**src/rtl/core/cfr_pkg.sv**
```systemverilog
// Shared types and constants for the command frame receiver.
package cfr_pkg;

  localparam int FRAME_LENGTH = 11;
  localparam int POS_W        = 4;

  localparam logic [POS_W-1:0] POS_IDLE  = 4'd0;
  localparam logic [POS_W-1:0] POS_FIRST = 4'd1;
  localparam logic [POS_W-1:0] CHECK_POS = 4'd9;
  localparam logic [POS_W-1:0] TAIL_POS  = 4'd10;
  localparam logic [POS_W-1:0] FRAME_LEN = 4'd11;

  localparam logic [7:0] CFG_HEADER = 8'd0;
  localparam logic [7:0] CFG_TAIL   = 8'd1;

  localparam logic [7:0] HEADER_RESET = 8'd123;
  localparam logic [7:0] TAIL_RESET   = 8'd125;

  typedef enum logic [1:0] {
    STATUS_OK       = 2'd0,
    STATUS_BAD_TAIL = 2'd1,
    STATUS_BAD_SUM  = 2'd2
  } frame_status_t;

  typedef struct packed {
    frame_status_t      status;
    logic [7:0]         flag;
    logic [7:0]         spare;
    logic signed [15:0] x_tgt;
    logic signed [15:0] y_tgt;
    logic signed [15:0] z_tgt;
  } frame_result_t;

endpackage

```
**src/rtl/core/cfr_input_stage.sv**
```systemverilog
// Input holding register for received bytes.
module cfr_input_stage import cfr_pkg::*; (
  input  logic       clk,
  input  logic       rst,
  input  logic       in_valid,
  output logic       in_stall,
  input  logic [7:0] rx_byte,
  output logic       byte_valid,
  output logic [7:0] byte_data,
  input  logic       byte_take
);

  logic       held;
  logic [7:0] held_byte;
  logic       accept;

  assign in_stall   = held && !byte_take;
  assign accept     = in_valid && !in_stall;
  assign byte_valid = held;
  assign byte_data  = held_byte;

  always_ff @(posedge clk) begin
    if (rst) begin
      held <= 1'b0;
    end else if (accept) begin
      held <= 1'b1;
    end else if (byte_take) begin
      held <= 1'b0;
    end
  end

  // load a new word; hold it otherwise
  always_ff @(posedge clk) begin
    if (accept) begin
      held_byte <= rx_byte;
    end
  end

endmodule

```
**src/rtl/core/cfr_frame_collect.sv**
```systemverilog
// Frame position tracking, byte store, running XOR and result build.
module cfr_frame_collect import cfr_pkg::*; (
  input  logic          clk,
  input  logic          rst,
  input  logic          byte_valid,
  input  logic [7:0]    byte_data,
  output logic          byte_take,
  input  logic          result_room,
  input  logic [7:0]    header_byte,
  input  logic [7:0]    tail_byte,
  output logic          result_load,
  output frame_result_t result
);

  logic [POS_W-1:0] byte_position, byte_position_next;
  logic [7:0]       running_xor, running_xor_next;
  logic [7:0]       frame_store [1:9];
  logic             idle;
  logic             completes;

  assign idle      = (byte_position == POS_IDLE) || (byte_position >= FRAME_LEN);
  assign completes = !idle && (byte_position == TAIL_POS);
  assign byte_take   = byte_valid && (!completes || result_room);
  assign result_load = byte_take && completes;

  always_comb begin
    byte_position_next = byte_position;
    running_xor_next   = running_xor;
    if (byte_take) begin
      if (idle) begin
        if (byte_data == header_byte) begin
          byte_position_next = POS_FIRST;
          running_xor_next   = byte_data;
        end else begin
          byte_position_next = POS_IDLE;
        end
      end else if (completes) begin
        byte_position_next = POS_IDLE;
      end else begin
        byte_position_next = byte_position + POS_FIRST;
        if (byte_position < CHECK_POS) begin
          running_xor_next = running_xor ^ byte_data;
        end
      end
    end
  end

  always_ff @(posedge clk) begin
    if (rst) begin
      byte_position <= POS_IDLE;
      running_xor   <= 8'd0;
    end else begin
      byte_position <= byte_position_next;
      running_xor   <= running_xor_next;
    end
  end

  always_ff @(posedge clk) begin
    for (int i = 1; i <= 9; i++) begin
      if (byte_take && !idle && (byte_position == POS_W'(i))) begin
        frame_store[i] <= byte_data;
      end
    end
  end

  // the tail byte is the incoming word itself
  always_comb begin
    if (byte_data != tail_byte) begin
      result.status = STATUS_BAD_TAIL;
    end else if (frame_store[9] != running_xor) begin
      result.status = STATUS_BAD_SUM;
    end else begin
      result.status = STATUS_OK;
    end
    result.flag  = frame_store[1];
    result.spare = frame_store[2];
    result.x_tgt = {frame_store[3], frame_store[4]};
    result.y_tgt = {frame_store[5], frame_store[6]};
    result.z_tgt = {frame_store[7], frame_store[8]};
  end

endmodule

```
**src/rtl/core/cfr_result_reg.sv**
```systemverilog
// Output result register with valid/stall handshake.
module cfr_result_reg import cfr_pkg::*; (
  input  logic          clk,
  input  logic          rst,
  input  logic          result_load,
  input  frame_result_t result,
  output logic          result_room,
  output logic          out_valid,
  input  logic          out_stall,
  output frame_result_t out_result
);

  logic full;

  assign result_room = !full || !out_stall;
  assign out_valid   = full;

  always_ff @(posedge clk) begin
    if (rst) begin
      full <= 1'b0;
    end else if (result_load) begin
      full <= 1'b1;
    end else if (!out_stall) begin
      full <= 1'b0;
    end
  end

  always_ff @(posedge clk) begin
    if (result_load) begin
      out_result <= result;
    end
  end

endmodule

```
**src/rtl/core/command_frame_receiver.sv**
```systemverilog
// Top level of the command frame receiver: deframes header/tail/XOR-checked frames.
//
//   channel   direction  handshake             payload
//   in        to block   in_valid / in_stall   rx_byte
//   out       from block out_valid / out_stall frame_status, flag_field, spare_field,
//                                              x_target, y_target, z_target
//   cfg       to block   cfg_valid / cfg_ready cfg_index, cfg_data
//
// One word is taken every cycle unless in_stall is raised; a word is held in the input
// register until the frame logic takes it, and a frame's result is registered in the
// result register once its tail word is taken. The rate is set by the single input
// register feeding the frame logic. rst (synchronous) clears the frame position,
// the running XOR and both valid flags and restores the header and tail values.
// A stalled output only blocks the tail word of the next frame; all other words
// keep flowing past a waiting result.
module command_frame_receiver import cfr_pkg::*; (
  input  logic               clk,
  input  logic               rst,
  // received bytes
  input  logic               in_valid,
  output logic               in_stall,
  input  logic [7:0]         rx_byte,
  // frame results
  output logic               out_valid,
  input  logic               out_stall,
  output logic [1:0]         frame_status,
  output logic [7:0]         flag_field,
  output logic [7:0]         spare_field,
  output logic signed [15:0] x_target,
  output logic signed [15:0] y_target,
  output logic signed [15:0] z_target,
  // register writes
  input  logic               cfg_valid,
  output logic               cfg_ready,
  input  logic [7:0]         cfg_index,
  input  logic [7:0]         cfg_data
);

  logic          byte_valid;
  logic [7:0]    byte_data;
  logic          byte_take;
  logic          result_room;
  logic          result_load;
  frame_result_t result;
  frame_result_t out_result;
  logic [7:0]    header_byte;
  logic [7:0]    tail_byte;

  // Register writes are always taken; unknown indexes are dropped.
  assign cfg_ready = 1'b1;

  always_ff @(posedge clk) begin
    if (rst) begin
      header_byte <= HEADER_RESET;
      tail_byte   <= TAIL_RESET;
    end else if (cfg_valid) begin
      case (cfg_index)
        CFG_HEADER: header_byte <= cfg_data;
        CFG_TAIL:   tail_byte   <= cfg_data;
        default: ;
      endcase
    end
  end

  // Hold each incoming word until the frame logic takes it.
  cfr_input_stage u_input (
    .clk        (clk),
    .rst        (rst),
    .in_valid   (in_valid),
    .in_stall   (in_stall),
    .rx_byte    (rx_byte),
    .byte_valid (byte_valid),
    .byte_data  (byte_data),
    .byte_take  (byte_take)
  );

  // Advance the frame position, store bytes, fold the checksum, build the result.
  cfr_frame_collect u_collect (
    .clk         (clk),
    .rst         (rst),
    .byte_valid  (byte_valid),
    .byte_data   (byte_data),
    .byte_take   (byte_take),
    .result_room (result_room),
    .header_byte (header_byte),
    .tail_byte   (tail_byte),
    .result_load (result_load),
    .result      (result)
  );

  // Park the finished result until the consumer takes it.
  cfr_result_reg u_result (
    .clk         (clk),
    .rst         (rst),
    .result_load (result_load),
    .result      (result),
    .result_room (result_room),
    .out_valid   (out_valid),
    .out_stall   (out_stall),
    .out_result  (out_result)
  );

  assign frame_status = out_result.status;
  assign flag_field   = out_result.flag;
  assign spare_field  = out_result.spare;
  assign x_target     = out_result.x_tgt;
  assign y_target     = out_result.y_tgt;
  assign z_target     = out_result.z_tgt;

endmodule
```
**config.mk**
```make
export PLATFORM = sky130hd
export DESIGN_NAME = command_frame_receiver
export DESIGN_NICKNAME = d
export VERILOG_FILES = /design/src/rtl/core/cfr_pkg.sv /design/src/rtl/core/cfr_input_stage.sv /design/src/rtl/core/cfr_frame_collect.sv /design/src/rtl/core/cfr_result_reg.sv /design/src/rtl/core/command_frame_receiver.sv
export SDC_FILE = /design/constraint.sdc
export NUM_CORES = 1
export LEC_CHECK = 0
export BUFFER_PORTS_ARGS = -buffer_cell sky130_fd_sc_hd__buf_2
export CORE_UTILIZATION = 56
export CTS_CLUSTER_DIAMETER = 100
export DETAILED_ROUTE_END_ITERATION = 10
export HOLD_SLACK_MARGIN = 0.03
export PLACE_DENSITY = 0.78
export SLEW_MARGIN = 0
export SYNTH_ARGS = -nofsm -noshare
export SYNTH_HDL_FRONTEND = slang
export SYNTH_HIERARCHICAL = 1
export SYNTH_SLANG_ARGS = --single-unit
```
**constraint.sdc**
```tcl
create_clock -name clk -period 3.9 [get_ports clk]
set_clock_uncertainty 0.2 [all_clocks]
set_input_delay 0.195 -clock clk [delete_from_list [all_inputs] [get_ports clk]]
set_output_delay 0.195 -clock clk [all_outputs]
set_load 0.005 [all_outputs]
```
# Word-level counts from Yosys, hierarchy flattened

Memory sizes are Yosys's and may differ from the RTL's. A register that Yosys moved wholly into a read port is not among the register bits.
Index checks and enable logic that the tools add are counted.

Bits in registers: 40
Memory bits (writable): 72
Input bits: 29
Output and inout port bits: 69
Memories: 1

Memories:

| memory                | depth | bits a word | rd ports | clocked after memory_dff | write ports | line                    | RTL |
|---|---|---|---|---|---|---|---|
| u_collect.frame_store | 9     | 8           | 9        | 8                        | 1           | cfr_frame_collect.sv:17 | `logic [7:0] frame_store [1:9];` |

Add/subtract/negate cells: 1
Magnitude comparators: 2
Eq/ne operators: 17
Muxes and demuxes: 54
Bitwise operators: 1
Reduce and logical (&&, ||, !) cells: 39

Operators with widths:

| kind                                          | number |
|---|---|
| 2-to-1 mux 8 bit                              | 12 |
| OR reduction 8 bit                            | 8 |
| 2-to-1 mux 4 bit                              | 10 |
| 2-to-1 mux 1 bit                              | 31 |
| == test 4 x 3 -> 1 bit, second input constant | 4 |
| != test 8 bit                                 | 2 |
| logical AND 1 bit                             | 15 |
| == test 4 bit, second input constant          | 3 |
| == test 4 x 2 -> 1 bit, second input constant | 2 |
| == test 8 x 1 -> 1 bit, second input constant | 1 |
| == test 8 bit                                 | 1 |
| logical NOT 8 bit                             | 1 |
| bitwise XOR 8 bit                             | 1 |
| logical NOT 1 bit                             | 6 |
| adder 4 x 1 -> 4 bit, second input constant   | 1 |
| == test 4 x 1 -> 1 bit, second input constant | 1 |
| >= comparator 4 bit, second input constant    | 1 |
| logical NOT 4 bit                             | 1 |
| < comparator 4 bit, second input constant     | 1 |
| != test 2 x 1 -> 1 bit, second input constant | 2 |
| AND reduction 2 bit                           | 2 |
| AND reduction 4 bit                           | 1 |
| nonzero test 2 bit                            | 2 |
| logical OR 1 bit                              | 3 |
| other kinds (2)                               | 2 |

# Longest topological paths before layout

Gate-level depths: netlist (run 1).

Depth in word-level cells: 20
Gate-level depth with buffers: 8

# Cells and area by module

Netlist (run 1), hierarchy kept.

Modules (own cells, without submodules):

| module                 | instances | cells an instance | area each (um^2) |
|---|---|---|---|
| cfr_frame_collect      | 1         | 254               | 3732.3 |
| cfr_result_reg         | 1         | 70                | 2014.4 |
| command_frame_receiver | 1         | 69                | 680.7 |
| cfr_input_stage        | 1         | 12                | 290.3 |

# Worst setup path after synthesis (run 1)

OpenSTA, ideal clock, no wires.

Kind: reg2reg
Start: register u_collect.byte_position[0]
End: register u_result/out_result[0] (netlist name)
Setup time: 0.430 ns
Data arrival time: 2.488 ns
Data required time: 3.270 ns
Path slack: 0.782 ns
Stages on the path, launching flop included: 4
Path buffers: 0
Period minus slack after synthesis: 3.118 ns
Path through: dfxtp_1 -> ha_1 -> nor3b_4 -> and4_1

Word-level cells in the longest chain between the ends: 8

RTL lines:

| what                                                     | line                         | RTL |
|---|---|---|
| start, declared                                          | cfr_frame_collect.sv:15      | `logic [POS_W-1:0] byte_position, byte_position_next;` |
| start signal, assigned                                   | cfr_frame_collect.sv:53      | `byte_position <= byte_position_next;` |
| >= comparator 4 bit or logical NOT 4 bit (tied branches) | cfr_frame_collect.sv:21      | `assign idle = (byte_position == POS_IDLE) \|\| (byte_position >= FRAME_LEN);` |
| logical OR 1 bit                                         | cfr_frame_collect.sv:21      |  |
| logical NOT 1 bit                                        | cfr_frame_collect.sv:22      | `assign completes = !idle && (byte_position == TAIL_POS);` |
| logical AND 1 bit (*)                                    | cfr_frame_collect.sv:22      |  |
| logical NOT 1 bit                                        | cfr_frame_collect.sv:23      | `assign byte_take = byte_valid && (!completes \|\| result_room);` |
| logical OR 1 bit                                         | cfr_frame_collect.sv:23      |  |
| logical AND 1 bit                                        | cfr_frame_collect.sv:23      |  |
| logical AND 1 bit (*)                                    | cfr_frame_collect.sv:24      | `assign result_load = byte_take && completes;` |
| via result_load                                          | command_frame_receiver.sv:43 | `logic result_load;` |

The timed path passes the listed nets; every way through them passes the cells marked *.
A chain may end at the register's enable or synchronous reset.

# Worst setup path after layout (run 1)

Start: register u_collect.byte_position[0]
End: register u_result/out_result[63] (netlist name)

Word-level cells in the longest chain between the ends: 8

RTL lines:

| what                                                     | line |
|---|---|
| >= comparator 4 bit or logical NOT 4 bit (tied branches) | cfr_frame_collect.sv:21 |
| logical OR 1 bit                                         | cfr_frame_collect.sv:21 |
| logical NOT 1 bit                                        | cfr_frame_collect.sv:22 |
| logical AND 1 bit (*)                                    | cfr_frame_collect.sv:22 |
| logical NOT 1 bit                                        | cfr_frame_collect.sv:23 |
| logical OR 1 bit                                         | cfr_frame_collect.sv:23 |
| logical AND 1 bit                                        | cfr_frame_collect.sv:23 |
| logical AND 1 bit (*)                                    | cfr_frame_collect.sv:24 |
| via result_load                                          | command_frame_receiver.sv:43 |

Marks and branches as above.

==> flow_metrics.py, run 1 <==
metrics = {
    "run_status": {
        "status": "finished, violations left",
        "violations": "DRC",
    },
    "critical_path": {
        "startpoint": "u_collect/byte_position[0]",
        "path_buf_inv": 1,
        "crit_path_end_kind": "flip-flop",
        "critical-path-top-delay-family": "simple AND/OR/NAND/NOR gates",
        "arrival_ns": 2.55,
        "r2r_start": "u_collect/byte_position[0]",
        "crit_fanout": 36,
        "crit_chain": "ha_1 > nor3b_4 > and4_2 > buf_12",
        "start_kind": "flip-flop",
        "critical_path_required_ns": 3.81,
        "crit_slowest_cell": "and4_2",
        "path_class": "reg2reg",
        "max_stage_delay_ns": 0.87,
    },
    "place": {
        "placed_cells_incl_taps": 574,
        "placement.io_buffers": 96,
        "dp_hpwl_um": 7030,
        "pre_cts_slack_ns": 1.302,
        "gp_congestion": 0.8166,
    },
    "cells_and_area": {
        "final_cells": 630,
        "drive_gt1_share_pct": 29.98,
        "syn_to_final_growth_pct": 14.68,
        "final_common_cell": "edfxtp_1",
        "antenna_cells": 0,
        "nets": 507,
        "most-common-layout-cells": "146 x edfxtp_1, 96 x buf_2, 30 x dfxtp_1",
    },
    "grt": {
        "grt_use_total_pct": 19.13,
        "grt_max_degree": 40,
        "grt_pass1_wl_um": 17410,
        "overflow": 0,
        "antenna_found_initial": 0,
        "grt_pass1_vias": 3308,
    },
    "die": {
        "io_pins": 98,
        "core_um2": 11560,
        "initial_core_util_pct": 58.09,
        "rows": 39,
        "die_w_um": 111.5,
        "dieHeight_um": 111.5,
        "die-area_um2": 12440,
    },
    "synthesis": {
        "ys_seq_area_share_pct": 74.20,
        "ys_ff_latch": 176,
        "synthFlopType": "edfxtp_1",
        "synthCells": 405,
        "synthesis.nets": 438,
        "yosysTopAreaCell": "edfxtp_1",
        "synth_cell_types": 48,
        "synth_top_area_share_pct": 65.26,
        "synth_area_leaders": "edfxtp_1 65%, dfxtp_1 8.9%, buf_4 7.5%",
        "async_flop_share_pct": 0,
        "synth_warnings": 6,
        "synth_area_per_cell_um2": 16.59,
        "synth-edff-count": 146,
        "syn_area_um2": 6718,
    },
    "worst_hold_path": {
        "worstHoldStart": "cfg_index[6]",
        "hp-class": "in2reg",
    },
    "clocking": {
        "cts_tree": "done",
        "post_cts_buffers": 0,
        "clock_sinks": 176,
        "clk_path_buf_depth": 2,
        "clk_pin_slew_ns": 0.06,
        "ctsRootBufferMaster": "clkbuf_16",
        "htreeDepth": 4,
        "clk_latency_ns": 0.42,
        "postCtsHoldBufs": 24,
        "cts_resized": 0,
        "cts_made_buffers": 17,
    },
    "timing": {
        "setup-violations-final": 0,
        "setup_tns_ns": 0,
        "finalHoldViolCount": 0,
        "worstMarginPinSlew_ns": 0.8697,
        "relSlewSlack_pct": 42.02,
        "drv_slew": 0,
        "min_period_ns": 2.642,
        "max_freq_mhz": 378.6,
        "timing.final.crit_share_pct": 67.73,
        "rsz0062_at_grt": "no",
        "setup_slack_ns": 1.258,
    },
    "pwr": {
        "p_leak_nw": 2.803,
        "power_density_nw_per_um2": 499.6,
        "peakVddDrop_mv": 0.2897,
    },
    "drt": {
        "detail-route-antenna-nets": 0,
        "drt-initial-drc-count": 327,
        "drt-total-wl_um": 11290,
        "vias": 3342,
        "drc": 10,
        "avgRoutedWirePerCell_um": 17.91,
        "avgViaCountPerCell": 5.305,
        "first_pass_iters": 9,
    },
    "job": {
        "drv_cap": 0,
    },
}
state kept, by name (all words and copies together) (netlist names):
signal	cells
header_byte	8
tail_byte	8
u_collect/byte_position	4
u_collect/frame_store	72
u_collect/running_xor	8
u_input/byte_data	8
u_input/byte_valid	1
u_result/out_result	66
u_result/out_valid	1
path summary, 6_finish.rpt:
| check | endpoint | slack (ns) | depth (start not counted) |
|---|---|---|---|
| hold reg to reg | u_result/out_result[32] | 0.22 | 0 |
| setup / recovery | u_result/out_result[63] | 1.26 | 4 |
| hold / removal | header_byte[7] | 0.05 | 4 |
| setup reg to reg | u_result/out_result[63] | 1.26 | 4 |
metrics by stage:
step | power, mW | util, % | hold slack, ns | cell area, um^2
final | 3.849 | 66.61 | 0.05060 | 7704
after global routing | 3.943 | 66.61 | 0.06016 | 7704
after CTS | 3.870 | 66.61 | 0.03532 | 7704
after detailed placement | 2.191 | 59.42 | 0.1749 | 6872
after global placement | 2.186 | 59.42 | 0.1765 | 6872
after floorplan | 2.148 | - | 0.06738 | 6718
report_power, final:
part           switching (mW)  leakage, nW  internal (mW)  total [mW]
Combinational          0.0477        0.947         0.0494      0.0971
Clock                   0.678        0.296           1.01        1.68
Sequential             0.0332         1.56           2.03        2.07
worst min-delay path: stages:
cell and delay [ns]:
buf_2 0.09, or4b_4 0.14, nor3_4 0.08, mux2i_1 0.12
metal layers:
| layer | GRT usage (%) | vias up | routed length, um | share of wire, % |
|---|---|---|---|---|
| met4 | 11.44 | 0 | 323 | 2.9 |
| met5 | 0 | - | 0 | 0 |
| met3 | 5.389 | 26 | 718 | 6.4 |
| met1 | 23.44 | 1593 | 4785 | 42 |
| li1 | - | 1582 | - | - |
| met2 | 30.50 | 141 | 5457 | 48 |
final cells by class:
class	count	area, um^2
flip-flops and latches	176	4985
fillers	779	3861
multi-input cells	154	1192
repair buffers	121	740.7
clock buffers	18	429.2
well taps	143	178.9
clock inverters	14	162.7
inverters	4	15.01
cell usage after synthesis, types with 3 or more instances:
cell,number
nand4_1,3
xnor2_1,4
a21boi_0,6
edfxtp_1,146
ha_1,4
and2_1,8
nor4_1,5
o221a_2,6
nand2_1,5
a31oi_1,8
nor2_1,22
mux2i_1,14
nor2b_1,5
dfxtp_1,30
buf_4,67
a21oi_1,6
xor2_1,20
inv_1,4
a21boi_2,3
cell families (layout without fill, tap and decap cells):
family                   Yosys count  after routing  share of synthesized area [%]
AND/OR/NAND/NOR                   67             67                          6.445
multiplexers                      14             14                          2.086
adder cells (fa/ha/maj)            4              4                         0.7450
AO/OA/AOI/OAI                     44             44                          5.271
flip-flops                       176            176                          74.20
buffers and inverters             75            157                          8.065
XOR/XNOR                          24             24                          3.129
other                              1              1                        0.05582
No activity file was read; power rests on OpenSTA's default activity.
==> run 2: changes to the inputs <==
- CORE_UTILIZATION: 56 -> 51
- PLACE_DENSITY: 0.78 -> 0.75
- clock period: 3.9 -> 2.2 ns (I/O delays scaled with it)
==> run 2 against run 1 <==
Compared with the run above:
- power rose by 80%
- largest cell class unchanged
- flip-flop and latch count unchanged
- the run now ends clean
- highest routed layer unchanged
- final cell count rose by 7.3%
- cell area rose by 3.0%
- critical path depth grew 2
==> flow_metrics.py, run 2 (same netlist as run 1, synthesis figures left out) <==
metrics = {
    "critical_path": {
        "start_kind": "input pin",
        "path_class": "in2reg",
        "rr_worst_depth": 7,
        "critical_path_required_ns": 2.27,
        "arrival_ns": 2.22,
        "crit_slowest_cell": "dlygate4sd3_1",
        "crit_path_end_kind": "flip-flop",
        "critical_path.most_common_cell": "dlygate4sd3_1",
        "startpoint": "cfg_index[6]",
        "crit_chain": "buf_2 > or4b_4 > dlygate4sd3_1 > o31ai_1 > dlygate4sd3_1 > a21oi_1",
        "crit_fanout": 3,
        "r2r_start": "u_collect/byte_position[0]",
        "max_stage_delay_ns": 0.58,
    },
    "cells_and_area": {
        "most-common-layout-cells": "146 x edfxtp_1, 96 x buf_2, 28 x dlygate4sd3_1",
        "drive_gt1_share_pct": 32.94,
        "design_area_um2": 7936,
        "syn_to_final_growth_pct": 18.14,
        "regMostFlops": "u_collect/frame_store",
        "largest_reg_flops": 72,
        "nFillCells": 957,
        "nets": 524,
        "final_common_cell": "edfxtp_1",
        "antenna_cells": 0,
        "final_cells": 676,
        "reg_top3": "u_collect/frame_store x72, u_result/out_result x66",
    },
    "run_status": {
        "status": "complete, no violations",
    },
    "timing": {
        "worstMarginPinSlew_ns": 0.7030,
        "setup_tns_ns": 0,
        "setup_slack_ns": 0.05577,
        "drv_slew": 0,
        "max_freq_mhz": 466.4,
        "rsz0062_at_grt": "no",
        "timing.final.crit_share_pct": 97.46,
        "relSlewSlack_pct": 53.13,
        "min_period_ns": 2.144,
        "setup-violations-final": 0,
        "finalHoldViolCount": 0,
    },
    "pwr": {
        "peakVddDrop_mv": 0.4194,
        "p_leak_nw": 2.882,
        "power_density_nw_per_um2": 874.2,
    },
    "die": {
        "io_pins": 98,
        "die-area_um2": 13640,
        "die_w_um": 116.8,
        "initial_core_util_pct": 52.80,
        "core_um2": 12720,
        "dieHeight_um": 116.8,
        "rows": 41,
    },
    "clocking": {
        "cts_tree": "done",
        "cts_made_buffers": 17,
        "clock_sinks": 176,
        "htreeDepth": 4,
        "clk_pin_slew_ns": 0.06,
        "ctsRootBufferMaster": "clkbuf_16",
        "clk_path_buf_depth": 2,
        "clk_latency_ns": 0.42,
    },
    "grt": {
        "grt.met3_usage_pct": 4.428,
        "grt_busiest_layer": "met2",
        "overflow": 0,
        "grt_pass1_vias": 3289,
        "met1_usage_pct": 20.96,
        "met2_usage_pct": 27.69,
        "antenna_found_initial": 0,
        "grt_pass1_wl_um": 16440,
        "grt_use_total_pct": 16.89,
        "grt_max_degree": 55,
    },
    "worst_hold_path": {
        "worstHoldStart": "cfg_index[1]",
        "whs_path_depth": 4,
        "hp-class": "in2reg",
    },
    "drt": {
        "vias": 3349,
        "detail-route-antenna-nets": 0,
        "drt-initial-drc-count": 179,
        "drc": 0,
        "first_pass_iters": 4,
        "avgRoutedWirePerCell_um": 15.74,
        "drt-total-wl_um": 10640,
        "avgViaCountPerCell": 4.954,
    },
    "place": {
        "gp_congestion": 0.8196,
        "pre_cts_slack_ns": 0.01987,
        "dpl_cell_area_um2": 7002,
        "placed_cells_incl_taps": 615,
        "placement.io_buffers": 96,
        "dp_hpwl_um": 6635,
    },
    "job": {
        "drv_cap": 0,
    },
}
==> run 2: cell count changes in the layout (fill, tap and decap cells not counted), moves of 2 or more <==
cell / before / now
clkinv_4: 3 / 0
dfxtp_2: 0 / 3
buf_4: 0 / 13
dfxtp_1: 30 / 27
dlygate4sd3_1: 24 / 28
clkinv_2: 5 / 3
clkinvlp_4: 0 / 3
==> run 2: through the flow <==
step	power (mW)	hold WS, ns	utilization (%)
after floorplan	3.808	-0.01762	-
after global placement	3.895	0.09039	55.04
after detailed placement	3.901	0.08810	55.04
after CTS	6.988	0.1220	62.22
after global routing	7.143	0.1894	62.38
final	6.938	0.1538	62.38
==> run 2: layout make-up <==
| class | instances | area [um^2] | area share, % |
|---|---|---|---|
| clock inverter | 14 | 187.7 | 2.365 |
| tap | 172 | 215.2 | 2.712 |
| sequential | 176 | 4989 | 62.86 |
| multi-input combinational | 154 | 1222 | 15.40 |
| clock buffer | 18 | 429.2 | 5.408 |
| inverter | 4 | 15.01 | 0.1892 |
| timing repair buffer | 138 | 878.3 | 11.07 |
==> run 2: path summary, 6_finish.rpt <==
| kind | slack [ns] | end |
|---|---|---|
| max | 0.06 | header_byte[2] |
| min | 0.15 | tail_byte[2] |
| max reg2reg | 0.12 | u_collect/running_xor[4] |
| min reg2reg | 0.22 | u_result/out_result[32] |
==> run 2: where the power goes <==
group | switching, mW | internal, mW | leakage (nW) | total (mW)
registers | 0.0193 | 3.61 | 1.56 | 3.63
logic | 0.132 | 0.107 | 1.03 | 0.240
clock network | 1.17 | 1.90 | 0.295 | 3.07
==> run 2: layer usage <==
layer | up-vias | part of all wire, %
met5 | - | 0
met4 | 0 | 2.7
met3 | 25 | 5.5
met2 | 128 | 48
met1 | 1577 | 44
li1 | 1619 | -
==> run 2: worst max-delay path, delay by kind of cell <==
| kind | cells | cell delay (ns) |
|---|---|---|
| AOI/OAI and AO/OA | 2 | 0.28 |
| buffers and inverters | 3 | 1.26 |
| and+or+nand+nor | 1 | 0.56 |
==> run 2: what timing repair did <==
item / 4_1_cts / 5_1_grt
cloned: 0 / 0
pin swaps: 1 / 2
endpoints found under the hold margin: 35 / 0
resized for setup: 3 / 6
setup buffers: 1 / 0
hold buffers: 28 / 0
setup endpoints to repair: 1 / 32
==> run 3: changes to the inputs <==
- ABC_AREA: unset -> 1
==> run 3 against run 2 <==
Compared with the run above:
- synthesized area increased by 3.0%
- maximum frequency increased by 0.81%
- hold slack improved by 0.049 ns
- non-clock buffer count increased by 29
- combinational power increased by 42%
- register-to-register slack improved by 0.05 ns
- power decreased by 5.5%
- flip-flop and latch count unchanged
- critical path depth increased by 3
- cell area increased by 5.3%
- routed wire length increased by 15%
- critical path type unchanged
==> flow_metrics.py, run 3 <==
metrics = {
    "die": {
        "die-area_um2": 14040,
        "die_w_um": 118.5,
        "dieHeight_um": 118.5,
        "initial_core_util_pct": 52.26,
        "io_pins": 98,
        "core_um2": 13240,
        "rows": 42,
    },
    "critical_path": {
        "rr_worst_depth": 10,
        "r2r_start": "u_collect/byte_position[0]",
        "critical_path_required_ns": 2.36,
        "rr_endpoint": "u_collect/frame_store[0][61]",
        "path_class": "in2reg",
        "arrival_ns": 2.29,
        "startpoint": "cfg_index[0]",
        "crit_path_end_kind": "flip-flop",
        "crit_fanout": 5,
        "start_kind": "input pin",
        "crit_end": "header_byte[0]",
        "r2r_setup_slack_ns": 0.17,
    },
    "clocking": {
        "cts_tree": "done",
        "clk_path_buf_depth": 2,
        "cts_made_buffers": 17,
        "clk_pin_slew_ns": 0.06,
        "clock_sinks": 176,
        "clk_latency_ns": 0.42,
        "htreeDepth": 4,
        "ctsRootBufferMaster": "clkbuf_16",
    },
    "cells_and_area": {
        "regMostFlops": "u_collect/frame_store",
        "largest_reg_flops": 72,
        "nets": 665,
        "syn_to_final_growth_pct": 20.77,
        "final_util_pct": 63.11,
        "nFillCells": 1003,
        "antenna_cells": 0,
        "most-common-layout-cells": "146 x edfxtp_1, 96 x buf_2, 72 x nand2_1",
        "final_common_cell": "edfxtp_1",
        "drive_gt1_share_pct": 31.16,
        "seq_area_um2": 4992,
        "multiInputGateArea_um2": 1338,
        "reg_top3": "u_collect/frame_store x72, u_result/out_result x66",
    },
    "grt": {
        "grt_max_degree": 42,
        "grt_pass1_wl_um": 18840,
        "grt_pass1_vias": 3773,
        "grt_use_total_pct": 18.05,
        "antenna_found_initial": 0,
        "overflow": 0,
    },
    "synthesis": {
        "syn_area_um2": 6920,
        "synth_cell_types": 31,
        "synthCells": 515,
        "synth.most_common_cell": "edfxtp_1",
        "synthesis.nets": 548,
        "synth_common_cells": "146 x edfxtp_1, 73 x nand2_1, 65 x buf_4, 38 x inv_1, 30 x dfxtp_1",
        "synth_area_per_cell_um2": 13.44,
        "synthFlopType": "edfxtp_1",
        "async_flop_share_pct": 0,
        "synth_warnings": 6,
        "synth-edff-count": 146,
        "synth_top_area_share_pct": 63.35,
        "ys_ff_latch": 176,
        "synth_area_leaders": "edfxtp_1 63%, dfxtp_1 8.7%, buf_4 7.1%",
        "yosysTopAreaCell": "edfxtp_1",
        "ys_seq_area_share_pct": 72.03,
    },
    "timing": {
        "max_freq_mhz": 470.2,
        "timing.final.crit_share_pct": 96.68,
        "setup-violations-final": 0,
        "drv_slew": 0,
        "min_period_ns": 2.127,
        "finalHoldViolCount": 0,
        "setup_slack_ns": 0.07310,
        "rsz0062_at_grt": "no",
    },
    "place": {
        "gp_congestion": 0.8553,
        "pre_cts_slack_ns": 0.02654,
        "placement.io_buffers": 96,
        "dp_hpwl_um": 8219,
    },
    "job": {
        "drv_cap": 0,
    },
    "pwr": {
        "peakVddDrop_mv": 0.3931,
        "p_leak_nw": 3.271,
        "power_density_nw_per_um2": 784.8,
        "p_total_mw": 6.559,
    },
    "drt": {
        "avgRoutedWirePerCell_um": 14.88,
        "first_pass_iters": 5,
        "drt-initial-drc-count": 369,
        "detail-route-antenna-nets": 0,
        "vias": 3962,
        "drt-total-wl_um": 12210,
        "drc": 0,
        "avgViaCountPerCell": 4.826,
    },
    "run_status": {
        "status": "complete, no violations",
    },
    "worst_hold_path": {
        "worstHoldStart": "rx_byte[6]",
        "hp-class": "in2reg",
    },
}
run 3: repair_timing:
item	CTS	global route
hold buffers	42	0
buffers inserted	0	1
resized for setup	0	7
hold endpoints to repair	44	0
setup endpoints to repair	0	85
run 3: logic make-up (layout without fill, tap and decap cells):
group           after synthesis  in the layout  synth area share (%)
flops                       176            176                 72.03
simple gates                167            167                 11.72
buf+inv                     112            242                 9.835
compound gates               30             30                 2.477
xor+xnor                     25             25                 3.164
fa+ha+maj                     4              4                0.7232
other cells                   1              1               0.05419
run 3: worst min-delay path by stage:
| stage | slack [ns] | end | depth (start not counted) |
|---|---|---|---|
| after global placement | 0.09 | u_input/byte_data[5] | 1 |
| after CTS | 0.17 | u_input/byte_data[2] | 2 |
| after floorplan | -0.03 | u_collect/byte_position[1] | 1 |
| after detailed placement | 0.09 | u_input/byte_data[2] | 1 |
| final | 0.20 | u_input/byte_data[6] | 2 |
| after global routing | 0.18 | u_input/byte_data[5] | 2 |
run 3: metrics by stage:
step,cell area [um^2],std cells,hold slack [ns],setup TNS (ns)
6_report,8358,821,0.2026,0
5_1_grt,8358,821,0.1834,0
4_1_cts,8328,820,0.1700,0
3_5_place_dp,7400,746,0.08812,0
3_3_place_gp,7400,746,0.09119,0
2_1_floorplan,6995,515,-0.03064,-22.85
run 3: where the power goes:
part	total [mW]	switching, mW	internal, mW
combinational	0.341	0.200	0.141
sequential	3.65	0.0352	3.61
clock	2.57	1.14	1.43
total	6.56	1.38	5.18
run 3: worst max-delay path, stage by stage:
cell and delay, ns:
dlygate4sd3_1 0.53, buf_2 0.15, inv_2 0.07, nand2_4 0.07, nor2_4 0.13, nand2_1 0.05
dlygate4sd3_1 0.55, nand3_1 0.08, dlygate4sd3_1 0.56
run 3: cell type report:
cell class	instances	share of cell area (%)
Clock inverter	11	0.8084
Clock buffer	21	5.269
Multi-Input combinational cell	227	16.00
Tap cell	176	2.635
Inverter	43	1.991
Sequential cell	176	59.73
Timing Repair Buffer	167	13.56
run 3: per-layer routing:
| layer | global-route usage [%] | vias up | routed length [um] |
|---|---|---|---|
| li1 | - | 1918 | - |
| met1 | 22.52 | 1867 | 5373 |
| met2 | 29.67 | 158 | 5973 |
| met3 | 4.102 | 19 | 657 |
| met4 | 9.098 | 0 | 209 |
| met5 | 0 | - | 0 |
